$ cat config.mk
export PLATFORM = sky130hd
export DESIGN_NAME = tqls_update
export DESIGN_NICKNAME = d
export VERILOG_FILES = /design/src/rtl/tqls_pkg.sv /design/src/rtl/tqls_update.sv
export SDC_FILE = /design/constraint.sdc
export NUM_CORES = 2
export LEC_CHECK = 0
export BUFFER_PORTS_ARGS = -buffer_cell sky130_fd_sc_hd__buf_4
export CORE_MARGIN = 1.5
export CORE_UTILIZATION = 45
export CTS_CLUSTER_SIZE = 24
export DETAILED_ROUTE_END_ITERATION = 6
export GPL_ROUTABILITY_DRIVEN = 0
export PLACE_DENSITY = 0.71
export SLEW_MARGIN = 0
export SYNTH_ARGS = -nofsm -noshare
export SYNTH_HDL_FRONTEND = slang
export SYNTH_SLANG_ARGS = --single-unit
$ cat constraint.sdc
create_clock -name clk -period 16.7 [get_ports clk]
set_clock_uncertainty 0.1 [all_clocks]
set_input_delay 0.835 -clock clk [delete_from_list [all_inputs] [get_ports clk]]
set_output_delay 0.835 -clock clk [all_outputs]
set_load 0.05 [all_outputs]
$ cat src/rtl/tqls_pkg.sv
// shared types and constants of the tabular q-learning step core
`timescale 1ns / 1ps
package tqls_pkg;

  localparam int ACTIONS = 4;
  localparam int ACT_W   = 2;

  // q1.8 one, for alpha and gamma
  localparam logic [8:0] Q_ONE = 9'd256;

  // register indexes
  localparam logic [1:0] REG_ALPHA = 2'd0;
  localparam logic [1:0] REG_GAMMA = 2'd1;
  localparam logic [1:0] REG_EPS   = 2'd2;
  localparam logic [1:0] REG_START = 2'd3;

  localparam logic [8:0] ALPHA_RST = 9'd205;
  localparam logic [8:0] GAMMA_RST = 9'd154;
  localparam logic [6:0] EPS_RST   = 7'd5;
  localparam logic [7:0] START_RST = 8'd0;

  // stage loads of the update datapath
  typedef struct packed {
    logic ld_max;
    logic ld_pg;
    logic ld_pa;
    logic ld_nv;
  } tqls_upd_ctl_t;

endpackage

$ cat src/rtl/tqls_update.sv
// staged fixed-point q value update with rounding and saturation
`timescale 1ns / 1ps
module tqls_update #(
  parameter int VALUE_BITS = 16
) (
  input  logic                                          clk,
  input  tqls_pkg::tqls_upd_ctl_t                       ctl,
  input  logic signed [VALUE_BITS-1:0]                  q_old,
  input  logic [tqls_pkg::ACTIONS*VALUE_BITS-1:0]       nxt_row,
  input  logic signed [15:0]                            reward,
  input  logic [8:0]                                    alpha_c,
  input  logic [8:0]                                    gamma_c,
  output logic signed [VALUE_BITS-1:0]                  nv
);
  import tqls_pkg::*;

  localparam int VB    = VALUE_BITS;
  localparam int PQ_W  = VB + 10;
  localparam int TW    = ((VB + 10 > 24) ? VB + 10 : 24) + 1;
  localparam int PA_W  = TW + 10;
  localparam int ACC_W = PA_W + 2;

  localparam logic signed [ACC_W-1:0] SAT_HI = {{(ACC_W-VB+1){1'b0}}, {(VB-1){1'b1}}};
  localparam logic signed [ACC_W-1:0] SAT_LO = ~SAT_HI;
  localparam logic signed [VB-1:0]    NV_HI  = {1'b0, {(VB-1){1'b1}}};
  localparam logic signed [VB-1:0]    NV_LO  = ~NV_HI;
  localparam logic signed [ACC_W-1:0] HALF   = ACC_W'(32768);

  logic signed [VB-1:0]    nq [ACTIONS];
  logic signed [VB-1:0]    mx;
  logic signed [VB-1:0]    mx_r;
  logic signed [9:0]       om_s;
  logic signed [9:0]       a_s;
  logic signed [9:0]       g_s;
  logic signed [PQ_W-1:0]  pq;
  logic signed [PQ_W-1:0]  pg;
  logic signed [TW-1:0]    tgt;
  logic signed [PA_W-1:0]  pa;
  logic signed [ACC_W-1:0] acc;
  logic signed [ACC_W-1:0] sh;

  for (genvar i = 0; i < ACTIONS; i++) begin : g_unpack
    assign nq[i] = nxt_row[i*VB +: VB];
  end

  always_comb begin
    mx = nq[0];
    for (int i = 1; i < ACTIONS; i++) begin
      if (nq[i] > mx) begin
        mx = nq[i];
      end
    end
  end

  assign om_s = $signed({1'b0, Q_ONE - alpha_c});
  assign a_s  = $signed({1'b0, alpha_c});
  assign g_s  = $signed({1'b0, gamma_c});
  assign tgt  = (TW'(reward) <<< 8) + TW'(pg);
  assign acc  = (ACC_W'(pq) <<< 8) + ACC_W'(pa) + HALF;
  assign sh   = acc >>> 16;

  always_ff @(posedge clk) begin
    if (ctl.ld_max) begin
      mx_r <= mx;
      pq   <= q_old * om_s;
    end
    if (ctl.ld_pg) begin
      pg <= mx_r * g_s;
    end
    if (ctl.ld_pa) begin
      pa <= tgt * a_s;
    end
    if (ctl.ld_nv) begin
      if (sh > SAT_HI) begin
        nv <= NV_HI;
      end else if (sh < SAT_LO) begin
        nv <= NV_LO;
      end else begin
        nv <= VB'(sh);
      end
    end
  end

endmodule

# Word level (Yosys, flattened, before mapping)
# Cells that the tools add are included.
[word_totals]
word_cells = 21
register_bits = 121
output_inout_bits = 16
[classes]
n_lt_le_gt_ge = 5
multipliers = 3
n_addsub = 4
n_mux = 4
[ops]
columns = ["operator", "n"]
rows = [
  ["two-way mux 16 bit", 4],
  ["multiplier 16 x 10 -> 26 bit", 2],
  ["greater-than comparator 16 bit", 3],
  ["adder 38 x 17 -> 39 bit, second input constant", 1],
  ["adder 34 x 37 -> 38 bit", 1],
  ["multiplier 27 x 10 -> 37 bit", 1],
  ["adder 24 x 26 -> 27 bit", 1],
  ["greater-than comparator 23 x 16 -> 1 bit, second input constant", 1],
  ["< comparator 23 x 16 -> 1 bit, second input constant", 1],
  ["subtractor 9 bit, first input constant", 1],
]

# Depth between registers and ports, before layout
[depth]
ltp_word = 6
depth_mapped = 36

# Worst setup path after synthesis
# No wires, ideal clock.
[synth_path]
path_type = "input to register"
from = "input reward[1]"
to = "register pa[36], data pin"
required_ns = 16.339
path_slack_ns = 8.707
path_buffers = 0
path_stages = 34
arrival_ns = 7.632
setup_time_ns = 0.261
path_cell_list = "ha_1 > a21o_1 > a21oi_1 > o21bai_1 > a21oi_1 > o21bai_1 > a41oi_1 > inv_1 > o21ai_0 > nand2b_1 > xor2_1 > nand2_1 > fa_1 > inv_1 > fa_1 > inv_1 > fa_1 > inv_1 > fa_1 > inv_1 > fa_1 > inv_1 > ha_1 > a21o_1 > a21o_1 > a21o_1 > a21o_1 > a21oi_1 > o21ai_0 > a31o_2 > a41oi_1 > nor2b_1 > o21ai_0 > xnor2_1"
[synth_via]
elab_chain_len = 2
[synth_lines]
columns = ["item", "line", "rtl"]
rows = [
  ["from (decl)", "tqls_update.sv:10", "input logic signed [15:0] reward,"],
  ["adder 24 x 26 -> 27 bit", "tqls_update.sv:58", "assign tgt = (TW'(reward) <<< 8) + TW'(pg);"],
  ["multiplier 27 x 10 -> 37 bit", "tqls_update.sv:71", "pa <= tgt * a_s;"],
  ["to (signal assigned)", "tqls_update.sv:71", ""],
  ["to (decl)", "tqls_update.sv:38", "logic signed [PA_W-1:0] pa;"],
]
# No other way between the ends.
# A chain may end at the register's enable or synchronous reset.

# Final worst setup path
# Ends and elaborated chain as after synthesis.

==> summary.md <==
| Metric | Value |
|---|---|
| CP max-delay cell | xor2_1 |
| Fmax achieved | 0.117 GHz |
| Cell Rows | 88 |
| CTS Hold Bufs | 0 |
| Setup TNS | 0 ns |
| Antenna violations before repair | 2 |
| Clk slew on worst S/H paths | 0.05 ns |
| Clk_lat worst skew | 0.46 ns |
| Final Hold Viols | 0 |
| Total Routing Usage GR | 0.199 |
| Worst path required time | 16.79 ns |
| FF+latch count, synth | 113 |
| CTS tree | built |
| Via count | 18473 |
| Total CTS buffers | 17 |
| Drt pass-1 iters | 5 |
| Number of synthesized flops with an enable pin | 113 |
| Mapped Cells | 2753 |
| R2R Setup Slk | 8.25 ns |
| I/O pin count | 135 |
| Worst Tran Pin Value | 1.09 ns |
| Post-Syn Area | 26400 µm² |
| Largest net degree at the start of global routing | 46 |
| CP arrival | 8.63 ns |
| Slowest Stage Delay on Critical Path | 0.56 ns |
| Quantity of I/O buffers inserted on ports | 134 |
| Final nets | 3732 |
| Relative slew slack | 0.268 |
| Max cap viols | 0 |
| Final Cycle Share | 0.511 |
| Remaining DRCs | 0 |
| Initial drt markers | 624 |
| Ys flop type | edfxtp_1 |
| Sequential Area | 3390 µm² |
| Startpoint Class | input pin |
| Vias in the first global route | 20110 |
| Syn_nets | 3627 |
| Critical Path End Type | register |
| Postcts setup bufs | 0 |
| Final setup vio count | 0 |
| Gr ovfl total | 0 |
| Fillers | 5303 |
| Largest fanout on the critical path | 9 |
| Core ar. | 57800 µm² |
| Root Driver | clkbuf_16 |
| Synth async-reset ratio | 0 |
| CP Launch Point | reward[1] |
| Sequential cell area fraction in the yosys report | 0.129 |
| CTS sink cnt | 113 |
| Vias/cell | 5.08 |
| Tmin final | 8.54 ns |
| Syn-to-layout area delta | 8.88% |
| H-tree depth | 4 |
| Multi-input logic area | 20500 µm² |
| DRT antenna net count | 0 |
| Syn Area/Cell | 9.57 µm² |
| Worst R2R Start | pg[9]$_DFFE_PP_ |
| First-pass GRT wire length | 96900 µm |
| N_diodes | 0 |
| Final HPWL DP | 46200 µm |
| Cell mode on critical path | inv_1 |
| Kind of critical path | in -> reg |
| Worst min-delay path class | in -> reg |
| Die width | 245 µm |
| Routed WL | 55700 µm |
| Die Y | 245 µm |
| Max-slew violation count | 0 |
| Reg-to-reg endpoint | pa[36]$_DFFE_PP_ |
| Worst r2r path cells | 34 |
| CTS Buffer Depth | 2 |
| Yosys warning count | 0 |
| RSZ-0062 raised after global routing | false |
| Avg WL per Cell | 15.3 µm |
| Share of post-route cells with drive strength above 1 | 0.0791 |
| Yosys cell types | 83 |
| Die area | 60000 µm² |
| CTS resizes | 0 |
| Outcome | finished clean |
| Starting Density | 0.456 |
| Critical path endpoint | pa[36]$_DFFE_PP_ |
## routing by layer
layer,vias to the layer above,global-route usage,wire length (µm),share of wire
li1,8888,-,-,-
met4,0,0.0461,823,0.015
met3,57,0.0346,2870,0.052
met1,9144,0.250,24500,0.44
met5,-,0,0,0
met2,384,0.354,27400,0.49
## synth_stat cells (all sizes together) (3+ instances only)
library cell    n  area share
a211o           5      0.0017
a211oi         12      0.0041
a21boi          4      0.0011
a21o           46       0.013
a21oi          86       0.017
a31o            4      0.0013
a31oi           6      0.0022
a41oi           4      0.0013
and2          318       0.075
and3           10      0.0024
and4            8      0.0027
buf            12      0.0027
clkbuf         46      0.0066
edfxtp        113        0.13
fa            443        0.34
ha            312        0.15
inv           589       0.084
mux2           15      0.0067
mux2i          30       0.011
nand2         244       0.035
nand2b         11      0.0026
nand3          18      0.0034
nand4          15      0.0036
nor2           64      0.0091
nor2b          32      0.0076
nor3           23      0.0050
nor3b           3     0.00085
nor4            3     0.00071
o211ai          9      0.0028
o21a           19      0.0054
o21ai          68       0.015
o21bai         14      0.0040
o311ai          4      0.0020
o31a            3      0.0013
o31ai           5      0.0019
or2             5      0.0012
or3             4     0.00095
xnor2          84       0.028
xor2           34       0.011
## state kept, by name (all words and copies together), names as in the netlist
name  flops
mx_r     16
nv       16
pa       29
pg       26
pq       26
## worst max-delay path, delay by kind of cell
kind / cells / cell delay (ns)
simple gates: 3 / 0.52
buf+inv: 7 / 0.47
fa+ha+maj: 7 / 3.14
compound gates: 16 / 2.97
xor+xnor: 2 / 0.70
## area by class of cell
class	instances	share of cell area
flip-flops and latches	113	0.118
clock buffers	19	0.0151
multi-input cells	1993	0.715
repair buffers	144	0.0377
inverters	589	0.0771
well taps	765	0.0334
clock inverters	12	0.00392
## worst min-delay path by stage
| stage | startpoint | slack (ns) | end | cells after the start |
|---|---|---|---|---|
| 2_1_floorplan | mx_r[0]$_DFFE_PP_ | 0.52 | pg[0]$_DFFE_PP_ | 1 |
| 3_3_place_gp | mx_r[0]$_DFFE_PP_ | 0.65 | pg[0]$_DFFE_PP_ | 1 |
| 3_5_place_dp | mx_r[0]$_DFFE_PP_ | 0.68 | pg[0]$_DFFE_PP_ | 1 |
| 4_1_cts | nxt_row[48] | 0.57 | mx_r[0]$_DFFE_PP_ | 2 |
| 5_1_grt | nxt_row[48] | 0.59 | mx_r[0]$_DFFE_PP_ | 2 |
| 6_report | nxt_row[48] | 0.60 | mx_r[0]$_DFFE_PP_ | 2 |
## placed cells by master, fill, tap and decap left out, types with 21 or more instances in the layout
| cell | Yosys | final |
|---|---|---|
| edfxtp_1 | 113 | 113 |
| inv_1 | 589 | 589 |
| nor2b_1 | 32 | 32 |
| o21ai_0 | 48 | 48 |
| fa_1 | 443 | 443 |
| mux2i_1 | 30 | 30 |
| buf_4 | 0 | 144 |
| and2_1 | 318 | 318 |
| a21o_1 | 45 | 45 |
| nand2_1 | 243 | 243 |
| xnor2_1 | 84 | 84 |
| nor3_1 | 21 | 21 |
| a21oi_1 | 83 | 83 |
| nor2_1 | 64 | 64 |
| ha_1 | 312 | 312 |
| xor2_1 | 34 | 34 |
## cells by family after synthesis
family                     Yosys count  share of synthesized area
xor gates and xnor gates           118                     0.0392
and+or+nand+nor                    763                      0.152
muxes                               45                     0.0181
buffers and inverters              647                     0.0932
AOI/OAI and AO/OA                  312                     0.0840
DFF                                113                      0.129
adders and majority gates          755                      0.485
## through the flow
stage	hold slack, ns	instances	worst slack [ns]	util	cell area [µm²]
floorplan	0.525	2753	8.71	-	26400
finish	0.599	3635	8.16	0.496	28700
global placement	0.653	3604	7.82	0.487	28100
CTS	0.575	3635	8.17	0.496	28700
global route	0.593	3635	7.57	0.496	28700
detailed placement	0.676	3604	7.71	0.487	28100
Power is not shown: default switching activity piles up to over one toggle a cycle in this logic, so the estimate is an artifact.
