File: config.mk
export PLATFORM = sky130hd
export DESIGN_NAME = tqls_choose
export DESIGN_NICKNAME = d
export VERILOG_FILES = /design/src/rtl/tqls_pkg.sv /design/src/rtl/tqls_choose.sv
export SDC_FILE = /design/constraint.sdc
export NUM_CORES = 1
export LEC_CHECK = 0
export BUFFER_PORTS_ARGS = -buffer_cell sky130_fd_sc_hd__buf_4
export CORE_ASPECT_RATIO = 1.2
export CORE_MARGIN = 3
export CORE_UTILIZATION = 45
export DETAILED_ROUTE_END_ITERATION = 10
export PLACE_DENSITY = 0.8
export SLEW_MARGIN = 25
export SYNTH_ARGS = -nofsm -noshare
export SYNTH_HDL_FRONTEND = slang
export SYNTH_SLANG_ARGS = --single-unit
File: constraint.sdc
create_clock -name vclk -period 18.3
set_input_delay 2.745 -clock vclk [all_inputs]
set_output_delay 2.745 -clock vclk [all_outputs]
set_load 0.02 [all_outputs]
File: src/rtl/tqls_pkg.sv
// shared types and constants of the tabular q-learning step core
`timescale 1ns / 1ps
package tqls_pkg;

  localparam int ACTIONS = 4;
  localparam int ACT_W   = 2;

  // q1.8 one, for alpha and gamma
  localparam logic [8:0] Q_ONE = 9'd256;

  // register indexes
  localparam logic [1:0] REG_ALPHA = 2'd0;
  localparam logic [1:0] REG_GAMMA = 2'd1;
  localparam logic [1:0] REG_EPS   = 2'd2;
  localparam logic [1:0] REG_START = 2'd3;

  localparam logic [8:0] ALPHA_RST = 9'd205;
  localparam logic [8:0] GAMMA_RST = 9'd154;
  localparam logic [6:0] EPS_RST   = 7'd5;
  localparam logic [7:0] START_RST = 8'd0;

  // stage loads of the update datapath
  typedef struct packed {
    logic ld_max;
    logic ld_pg;
    logic ld_pa;
    logic ld_nv;
  } tqls_upd_ctl_t;

endpackage

File: src/rtl/tqls_choose.sv
// epsilon-greedy action choice over one table row
`timescale 1ns / 1ps
module tqls_choose #(
  parameter int VALUE_BITS = 16
) (
  input  logic [tqls_pkg::ACTIONS*VALUE_BITS-1:0] row,
  input  logic [6:0]                              explore_draw,
  input  logic [6:0]                              epsilon,
  input  logic [tqls_pkg::ACT_W-1:0]              random_action,
  input  logic [tqls_pkg::ACT_W-1:0]              tie_start,
  output logic [tqls_pkg::ACT_W-1:0]              action,
  output logic                                    explored
);
  import tqls_pkg::*;

  localparam int VB = VALUE_BITS;

  logic signed [VB-1:0] q [ACTIONS];
  logic signed [VB-1:0] best;
  logic [ACT_W-1:0]     dir;

  for (genvar i = 0; i < ACTIONS; i++) begin : g_unpack
    assign q[i] = row[i*VB +: VB];
  end

  always_comb begin
    dir  = tie_start;
    best = q[tie_start];
    for (int i = 0; i < ACTIONS; i++) begin
      if (q[i] > best) begin
        best = q[i];
        dir  = ACT_W'(i);
      end
    end
  end

  assign explored = explore_draw < epsilon;
  assign action   = explored ? random_action : dir;

endmodule

Word level (Yosys, flattened, before mapping). Index checks and enable logic that the tools add are counted.

Register bits: 0. Input bits: 82. Output and inout port bits: 3. Word-level logic and storage cells: 18.

$lt $le $gt $ge: 6. Muxes and demuxes: 11. Bitwise operators: 1.

Operator list (number): $mux 16 (5); $gt 16x16->1 (4); $bmux 16 s2 (1); $mux 2 (5); $lt 7x7->1 (1); $ge 3x3->1 const B (1); $not 2->3 (1).

Longest topological paths before layout. Gate-level depths: netlist of run 1.

Depth in word-level cells: 13. Mapped depth: 47. Mapped depth without buffers: 40.

Least setup slack after synthesis of run 1. OpenSTA, ideal clock, no wires.

Path kind: input to output. Start: input port tie_start[0] (netlist name). End: output port action[1] (netlist name). Arrival: 11.862 ns. Required time: 15.555 ns. Setup slack: 3.693 ns. Stages on the path: 45. Path buffers: 8. Cell sequence: clkbuf_1 -> clkbuf_1 -> mux4_2 -> inv_1 -> ha_1 -> nand4_2 -> nor4_4 -> o21ai_2 -> a41oi_4 -> and2_1 -> buf_2 -> clkbuf_1 -> a21oi_1 -> ha_1 -> nand4_1 -> nor3_1 -> nand2_1 -> or4_1 -> [... 9 more ...] -> nor2_1 -> a21boi_0 -> o21a_1 -> clkbuf_1 -> clkbuf_1 -> nor2_1 -> a22o_1 -> a211oi_2 -> ha_1 -> a21o_1 -> a21o_1 -> a21o_1 -> a21oi_1 -> o21ai_0 -> a21oi_1 -> o221ai_1 -> o32a_1 -> o31a_1.

Longest elaborated chain between the ends: 13. Elaborated cells between the ends (all ways): 16. Classes of those cells: order compare (4); mux (11); bitwise (1).

Ends and longest elaborated chain: start: declaration (RTL line tqls_choose.sv:10) `input logic [tqls_pkg::ACT_W-1:0] tie_start,`; $not 2->3 (implied by the code) (*) (RTL line tqls_choose.sv:28) `best = q[tie_start];`; $bmux 16 s2 (*) (RTL line tqls_choose.sv:28); $mux 16 (implied by the code) (*) (2 in series) (RTL line tqls_choose.sv:28); $gt 16x16->1 (RTL line tqls_choose.sv:30) `if (q[i] > best) begin`; $mux 16 (RTL line tqls_choose.sv:30); $gt 16x16->1 (RTL line tqls_choose.sv:30); $mux 16 (RTL line tqls_choose.sv:30); $gt 16x16->1 (RTL line tqls_choose.sv:30); $mux 16 (RTL line tqls_choose.sv:30); $gt 16x16->1 (RTL line tqls_choose.sv:30); $mux 2 (*) (RTL line tqls_choose.sv:30); $mux 2 (*) (RTL line tqls_choose.sv:38) `assign action = explored ? random_action : dir;`; end: declaration (RTL line tqls_choose.sv:11) `output logic [tqls_pkg::ACT_W-1:0] action,`.

Mark *: on every way between the ends. The rest lies on a longest branch, timed or not. The select of a mux whose other input is x is not followed.

Final worst setup path of run 1. Same ends and word-level chain as after synthesis.

==> results of run 1 <==
## metal layers
layer / GRT usage [%] / wire [µm] / vias to the layer above
li1: - / - / 1708
met1: 31.5 / 4050 / 1606
met2: 40.9 / 4860 / 176
met3: 2.01 / 748 / 24
met4: 4.91 / 233 / 0
met5: 0 / 0 / -
## final timing paths
| check | startpoint | end | slack, ns |
|---|---|---|---|
| min | random_action[0] | action[0] | 5.95 |
| max | tie_start[0] | action[1] | 2.15 |
## placed cells by master (no fill, tap or decap), types with 2 or more instances in the layout
master                      n
sky130_fd_sc_hd__nand4b_1   2
sky130_fd_sc_hd__nand2b_1   4
sky130_fd_sc_hd__buf_4     86
sky130_fd_sc_hd__nand3_1    5
sky130_fd_sc_hd__mux2i_1   17
sky130_fd_sc_hd__o21ai_0    7
sky130_fd_sc_hd__o211ai_1   2
sky130_fd_sc_hd__o21a_1     6
sky130_fd_sc_hd__a211o_1    2
sky130_fd_sc_hd__or3_1      2
sky130_fd_sc_hd__nor2_1    26
sky130_fd_sc_hd__inv_1     44
sky130_fd_sc_hd__nor3_1     7
sky130_fd_sc_hd__nand4_1    9
sky130_fd_sc_hd__ha_1      68
sky130_fd_sc_hd__nor2b_1    4
sky130_fd_sc_hd__a21o_1    19
sky130_fd_sc_hd__nand2_1   37
sky130_fd_sc_hd__o21ai_2    2
sky130_fd_sc_hd__and2_1     2
sky130_fd_sc_hd__a22oi_1    2
sky130_fd_sc_hd__o221ai_1   2
sky130_fd_sc_hd__a21oi_2    2
sky130_fd_sc_hd__o22ai_1    2
sky130_fd_sc_hd__a211oi_2   9
sky130_fd_sc_hd__a211oi_1  19
sky130_fd_sc_hd__a22o_1    14
sky130_fd_sc_hd__mux2_2     3
sky130_fd_sc_hd__a21oi_1   44
sky130_fd_sc_hd__mux4_2    15
## per-stage QoR
stage | hold WS (ns) | cells | worst slack [ns]
6_report | 5.95 | 565 | 2.15
3_3_place_gp | 5.96 | 565 | 2.29
2_1_floorplan | 5.75 | 414 | 3.69
5_1_grt | 6.00 | 565 | 1.52
4_1_cts | 5.94 | 565 | 2.00
3_5_place_dp | 5.93 | 565 | 2.00
## tightest hold or removal path, stage by stage
cell	delay (ns)
sky130_fd_sc_hd__buf_4	0.08
sky130_fd_sc_hd__o22ai_1	0.07
sky130_fd_sc_hd__a21oi_1	0.13
sky130_fd_sc_hd__buf_4	0.17
## cells by family (layout without fill, tap and decap cells)
kind of cell / count (synthesis) / in the layout
AND/OR/NAND/NOR: 102 / 102
adder cells (fa/ha/maj): 68 / 68
AO/OA/AOI/OAI: 143 / 143
multiplexers: 35 / 35
buffers and inverters: 66 / 130
## power breakdown
group / total, W / internal (W) / leakage, nW / switching (W)
Combinational: 0.000255 / 0.000111 / 1.92 / 0.000145
Clock: 0 / 0 / 0 / 0
Sequential: 0 / 0 / 0 / 0
Total: 0.000255 / 0.000111 / 1.92 / 0.000145
## final cells by class
| type | count | area, µm² |
|---|---|---|
| fill | 652 | 3000 |
| timing repair buffer | 86 | 646 |
| inverter | 44 | 165 |
| tap | 87 | 109 |
| multi-input combinational | 348 | 2930 |
==> out/summary.md, run 1 <==
- **result of the run** complete, no violations
- **final worst path period need** 16.15 ns
- **nets in the synthesized netlist** 564
- **Buf/Inv on CP** 3
- **wire length of the first global-routing pass** 16.3 mm
- **weighted congestion reported at the end of routability-driven placement** 0.968
- **number of nets with antenna violations after detailed routing** 0
- **sequential cell count** 0
- **die outline area** 0.00817 mm²
- **CP delay by family, top** compound AO/OA/AOI/OAI gates
- **kind of start point of the critical path** input port
- **synthesized instance count** 414
- **largest net degree at the start of global routing** 35
- **number of buffers inserted to repair setup after CTS** 0
- **number of vias in the routed layout** 3514
- **transition time of the tightest slew-check pin** 0.888 ns
- **arithmetic-cell share of the synthesized area counting full adders, half adders and majority gates** 26.6%
- **dominant cells by area after synthesis** sky130_fd_sc_hd__ha_1 27%, sky130_fd_sc_hd__mux4_2 11%, sky130_fd_sc_hd__a21oi_1 6.9%
- **area share of the largest cell type after synthesis** 26.6%
- **Rows** 33
- **Critical-path top delay cell** sky130_fd_sc_hd__and2_1
- **Syn-to-layout area delta** 20.2%
- **logic depth of the worst path, buffers included** 41
- **xor-xnor portion of the synthesized cell area** 0%
- **Critical Path Max Stage Delay** 0.80 ns
- **Post-layout nets** 630
- **fraction of final layout cells with drive strength greater than 1** 25.3%
- **first-pass iteration count of the detailed router** 4
- **global-route congestion overflow total** 0
- **overall power consumption** 0.000255 W
- **drt via density** 6.22
- **most frequent cell after synthesis** sky130_fd_sc_hd__ha_1
- **area occupied by registers** 0 µm²
- **ant diodes** 0
- **routed wire length** 9.89 mm
- **Post-DP Area** 0.00385 mm²
- **number of cells upsized or downsized after cts** 0
- **fin area** 0.00385 mm²
- **combined global-route utilization of all metal layers** 23.4%
- **PD cells** 66.3 mW/mm²
- **simple-gate share of the synthesized area** 15.4%
- **placed wire-length estimate after detailed placement** 8.43 mm
- **Max Fclk** 61.9 MHz
- **Yosys warning count** 0
- **overall die height** 98.4 µm
- **biggest fanout along the worst timing path** 18
- **Routed WL per cell** 17.5 µm
- **mean post-synth cell area** 7.74 µm²
- **core occupancy in the finished layout** 56.2%
- **final-report max-slew violation count** 0
- **element type at the critical path end** output pin
- **Final Hold Viols** 0
- **mux contribution to synthesized area** 16.9%
- **Unique masters post-synth** 47
- **cell leakage power** 1.92 nW
- **worst setup path category** input port to output pin
- **main combinational cell family by area after synthesis** compound AO/OA/AOI/OAI gates
- **count of pins on the block boundary** 85
- **max-cap violations** 0
- **complex-gate fraction of the synthesized area** 32.5%
- **overall die width** 83.0 µm
- **Max VDD drop** 35.6 µV
- **remaining max-slew budget at the tightest pin** 40.8%
- **sequential area share after synthesis** 0%
- **arrival time at the worst endpoint** 13.40 ns
- **initial core utilization** 46.8%
- **initial antenna violation count** 0
- **number of global-route vias before repair** 3417
- **Syn Std Cell Area** 0.00320 mm²
- **Final setup viols** 0
- **top cells by count, synth** 68 x sky130_fd_sc_hd__ha_1, 44 x sky130_fd_sc_hd__a21oi_1, 44 x sky130_fd_sc_hd__inv_1
- **number of DRC markers in iteration 0** 348
- **share of the clock period used by the worst path after layout** 88.2%
- **cell count of the worst hold path** 4
- **detailed-route DRC error count** 0
- **setup repair after global routing missed its margin** false
- **Clock Buffer Count** 0
- **required time of the critical path** 15.55 ns
- **Std-Cell Core Area** 0.00685 mm²
- **PortBufs** 85
- **hold-fix buffer count after cts** 0
- **cell with the most instances on the worst path** sky130_fd_sc_hd__a21o_1
- **Yosys top cell by area** sky130_fd_sc_hd__ha_1
- **sum of negative setup slack** 0 ns
- **hold crit path type** input port to output pin
(Power assumes the default switching activity.)
==> run 2: changes to the inputs <==
--- a/config.mk
+++ b/config.mk
@@ -10,7 +10,7 @@
 export CORE_MARGIN = 3
 export CORE_UTILIZATION = 45
 export DETAILED_ROUTE_END_ITERATION = 10
-export PLACE_DENSITY = 0.8
+export PLACE_DENSITY = 0.7
 export SLEW_MARGIN = 25
 export SYNTH_ARGS = -nofsm -noshare
 export SYNTH_HDL_FRONTEND = slang
==> run 2 against run 1 <==
Net effect:
- first-iteration DRC count fell by 38%
- hold slack worse by 0.016 ns
- die area unchanged
- routed wire length rose by 4.0%
- non-clock buffer count up 1
- worst setup slack worse by 0.68 ns
- critical endpoint unchanged
- largest power group unchanged
- highest routed layer unchanged
==> out/summary.md, run 2 (synthesis results as in run 1) <==
- **hold-fix buffer count after cts** 0, unchanged
- **transition time of the tightest slew-check pin** 0.983 ns, +0.0951 ns
- **remaining max-slew budget at the tightest pin** 34.5%, -6.3 points
- **drt via density** 6.19, -0.55%
- **kind of start point of the critical path** input port
- **Max Fclk** 59.4 MHz, -4.0%
- **most common cell after layout, fill and taps aside** sky130_fd_sc_hd__buf_4
- **number of global-route vias before repair** 3479, +1.8%
- **start point of the critical path** tie_start[0]
- **worst setup path category** input port to output pin
- **part of the power in registers** 0%, unchanged
- **clock share of power** 0%, unchanged
- **max-cap violations** 0, unchanged
- **weighted congestion reported at the end of routability-driven placement** 0.986, +1.8%
- **share of the clock period used by the worst path after layout** 91.9%, +3.7 points
- **Std-Cell Core Area** 0.00685 mm², unchanged
- **Post-DP Area** 0.00386 mm², +0.29%
- **share of total power in combinational logic** 100.0%, about the same
- **area occupied by registers** 0 µm², unchanged
- **arrival time at the worst endpoint** 14.08 ns, +0.68 ns
- **cell with the most instances on the worst path** sky130_fd_sc_hd__a21o_1
- **switching power of the nets** 0.000153 W, +5.8%
- **biggest fanout along the worst timing path** 18, unchanged
- **Placed Cells incl. Taps** 566, +0.18%
- **sequential cell count** 0, unchanged
- **die outline area** 0.00817 mm², unchanged
- **Final Hold Viols** 0, unchanged
- **sum of negative setup slack** 0 ns, unchanged
- **Critical-path top delay cell** sky130_fd_sc_hd__and2_1
- **capture point of the worst path** action[1]
- **final-report max-slew violation count** 0, unchanged
- **initial core utilization** 46.8%, unchanged
- **Final setup viols** 0, unchanged
- **final worst path period need** 16.83 ns, +0.677 ns
- **first-pass iteration count of the detailed router** 4, unchanged
- **detailed-route DRC error count** 0, unchanged
- **Routed WL per cell** 18.2 µm, +3.8%
- **element type at the critical path end** output pin
- **ant diodes** 0, unchanged
- **count of pins on the block boundary** 85, unchanged
- **final std cells w/o fill** 566, +0.18%
- **fraction of final layout cells with drive strength greater than 1** 25.3%, -0.053 points
- **result of the run** complete, no violations
- **Rows** 33, unchanged
- **switching share of power** 57.4%, +0.81 points
- **Post-layout nets** 631, +0.16%
- **overall power consumption** 0.000266 W, +4.3%
- **Syn-to-layout area delta** 20.4%
- **fin area** 0.00386 mm², +0.16%
- **Met2 Wirelength** 5.02 mm, +3.3%
- **wire length of the first global-routing pass** 17.1 mm, +5.1%
- **Critical Path Max Stage Delay** 0.89 ns, +0.09 ns
- **PD cells** 69.0 mW/mm², +4.1%
- **number of vias in the routed layout** 3501, -0.37%
- **Max VDD drop** 43.5 µV, +22%
- **overall die width** 83.0 µm, unchanged
- **overall die height** 98.4 µm, unchanged
- **number of nets with antenna violations after detailed routing** 0, unchanged
- **top routing layer used** met4
- **number of DRC markers in iteration 0** 215, -38%
- **PortBufs** 85, unchanged
- **cell leakage power** 1.93 nW, +0.22%
- **Routed met3 length** 513 µm, -31%
- **required time of the critical path** 15.55 ns, about the same
- **routed wire length** 10.3 mm, +4.0%
- **global-route congestion overflow total** 0, unchanged
- **largest net degree at the start of global routing** 30, -14%
- **setup repair after global routing missed its margin** false
- **highest-count cells in the layout ignoring fill and taps** 87 x sky130_fd_sc_hd__buf_4, 68 x sky130_fd_sc_hd__ha_1, 44 x sky130_fd_sc_hd__inv_1, 44 x sky130_fd_sc_hd__a21oi_1, 37 x sky130_fd_sc_hd__nand2_1
- **cell-internal power** 0.000113 W, +2.3%
- **number of cells upsized or downsized after cts** 0, unchanged
- **hold crit path type** input port to output pin
- **placed wire-length estimate after detailed placement** 8.32 mm, -1.3%
- **combined global-route utilization of all metal layers** 24.3%, +0.94 points
- **Clock Buffer Count** 0, unchanged
- **initial antenna violation count** 0, unchanged
- **routed metal-1 wire length** 4.64 mm, +15%
- **number of buffers inserted to repair setup after CTS** 0, unchanged
## run 2: changes by cell type in the layout (fill, tap and decap cells not counted)
| cell | previous run | this run |
|---|---|---|
| sky130_fd_sc_hd__o21a_1 | 6 | 7 |
| sky130_fd_sc_hd__o21a_2 | 1 | 0 |
| sky130_fd_sc_hd__buf_4 | 86 | 87 |
## run 2: final cells by class
| cell class | instances | area [µm²] |
|---|---|---|
| Inverter | 44 | 165 |
| Multi-Input combinational cell | 348 | 2930 |
| Timing Repair Buffer | 87 | 653 |
| Fill cell | 673 | 3000 |
| Tap cell | 87 | 109 |
## run 2: layer usage
layer,vias to the layer above,global-route usage [%]
met1,1660,33.5
li1,1703,-
met2,124,42.7
met3,14,1.92
met5,-,0
met4,0,3.14
## run 2: power groups by stage
| stage | Clock, W | Combinational (W) | Sequential, W |
|---|---|---|---|
| 2_1_floorplan | 0 | 0.000195 | 0 |
| 3_3_place_gp | 0 | 0.000258 | 0 |
| 3_5_place_dp | 0 | 0.000261 | 0 |
| 4_1_cts | 0 | 0.000262 | 0 |
| 5_1_grt | 0 | 0.000294 | 0 |
| 6_report | 0 | 0.000266 | 0 |
## run 2: metrics by stage
| step | hold WS, ns | utilization (%) | worst slack, ns |
|---|---|---|---|
| floorplan | 5.75 | - | 3.69 |
| global placement | 5.93 | 56.2 | 1.74 |
| detailed placement | 5.93 | 56.3 | 1.62 |
| CTS | 5.93 | 56.3 | 1.60 |
| global route | 5.96 | 56.3 | 0.708 |
| finish | 5.93 | 56.3 | 1.47 |
## run 2: worst min-delay path by stage
stage / from / endpoint / cells past startpoint
3_5_place_dp: random_action[0] / action[0] / 4
4_1_cts: random_action[0] / action[0] / 4
5_1_grt: random_action[0] / action[0] / 4
6_report: random_action[0] / action[0] / 4
3_3_place_gp: random_action[0] / action[0] / 4
2_1_floorplan: random_action[0] / action[0] / 2
## run 2: critical path, delay by kind of cell
kind | cells | cell delay (ns)
buffers and inverters | 4 | 0.92
muxes | 3 | 1.10
and+or+nand+nor | 8 | 2.60
AOI/OAI and AO/OA | 23 | 5.50
adders and majority gates | 4 | 1.22
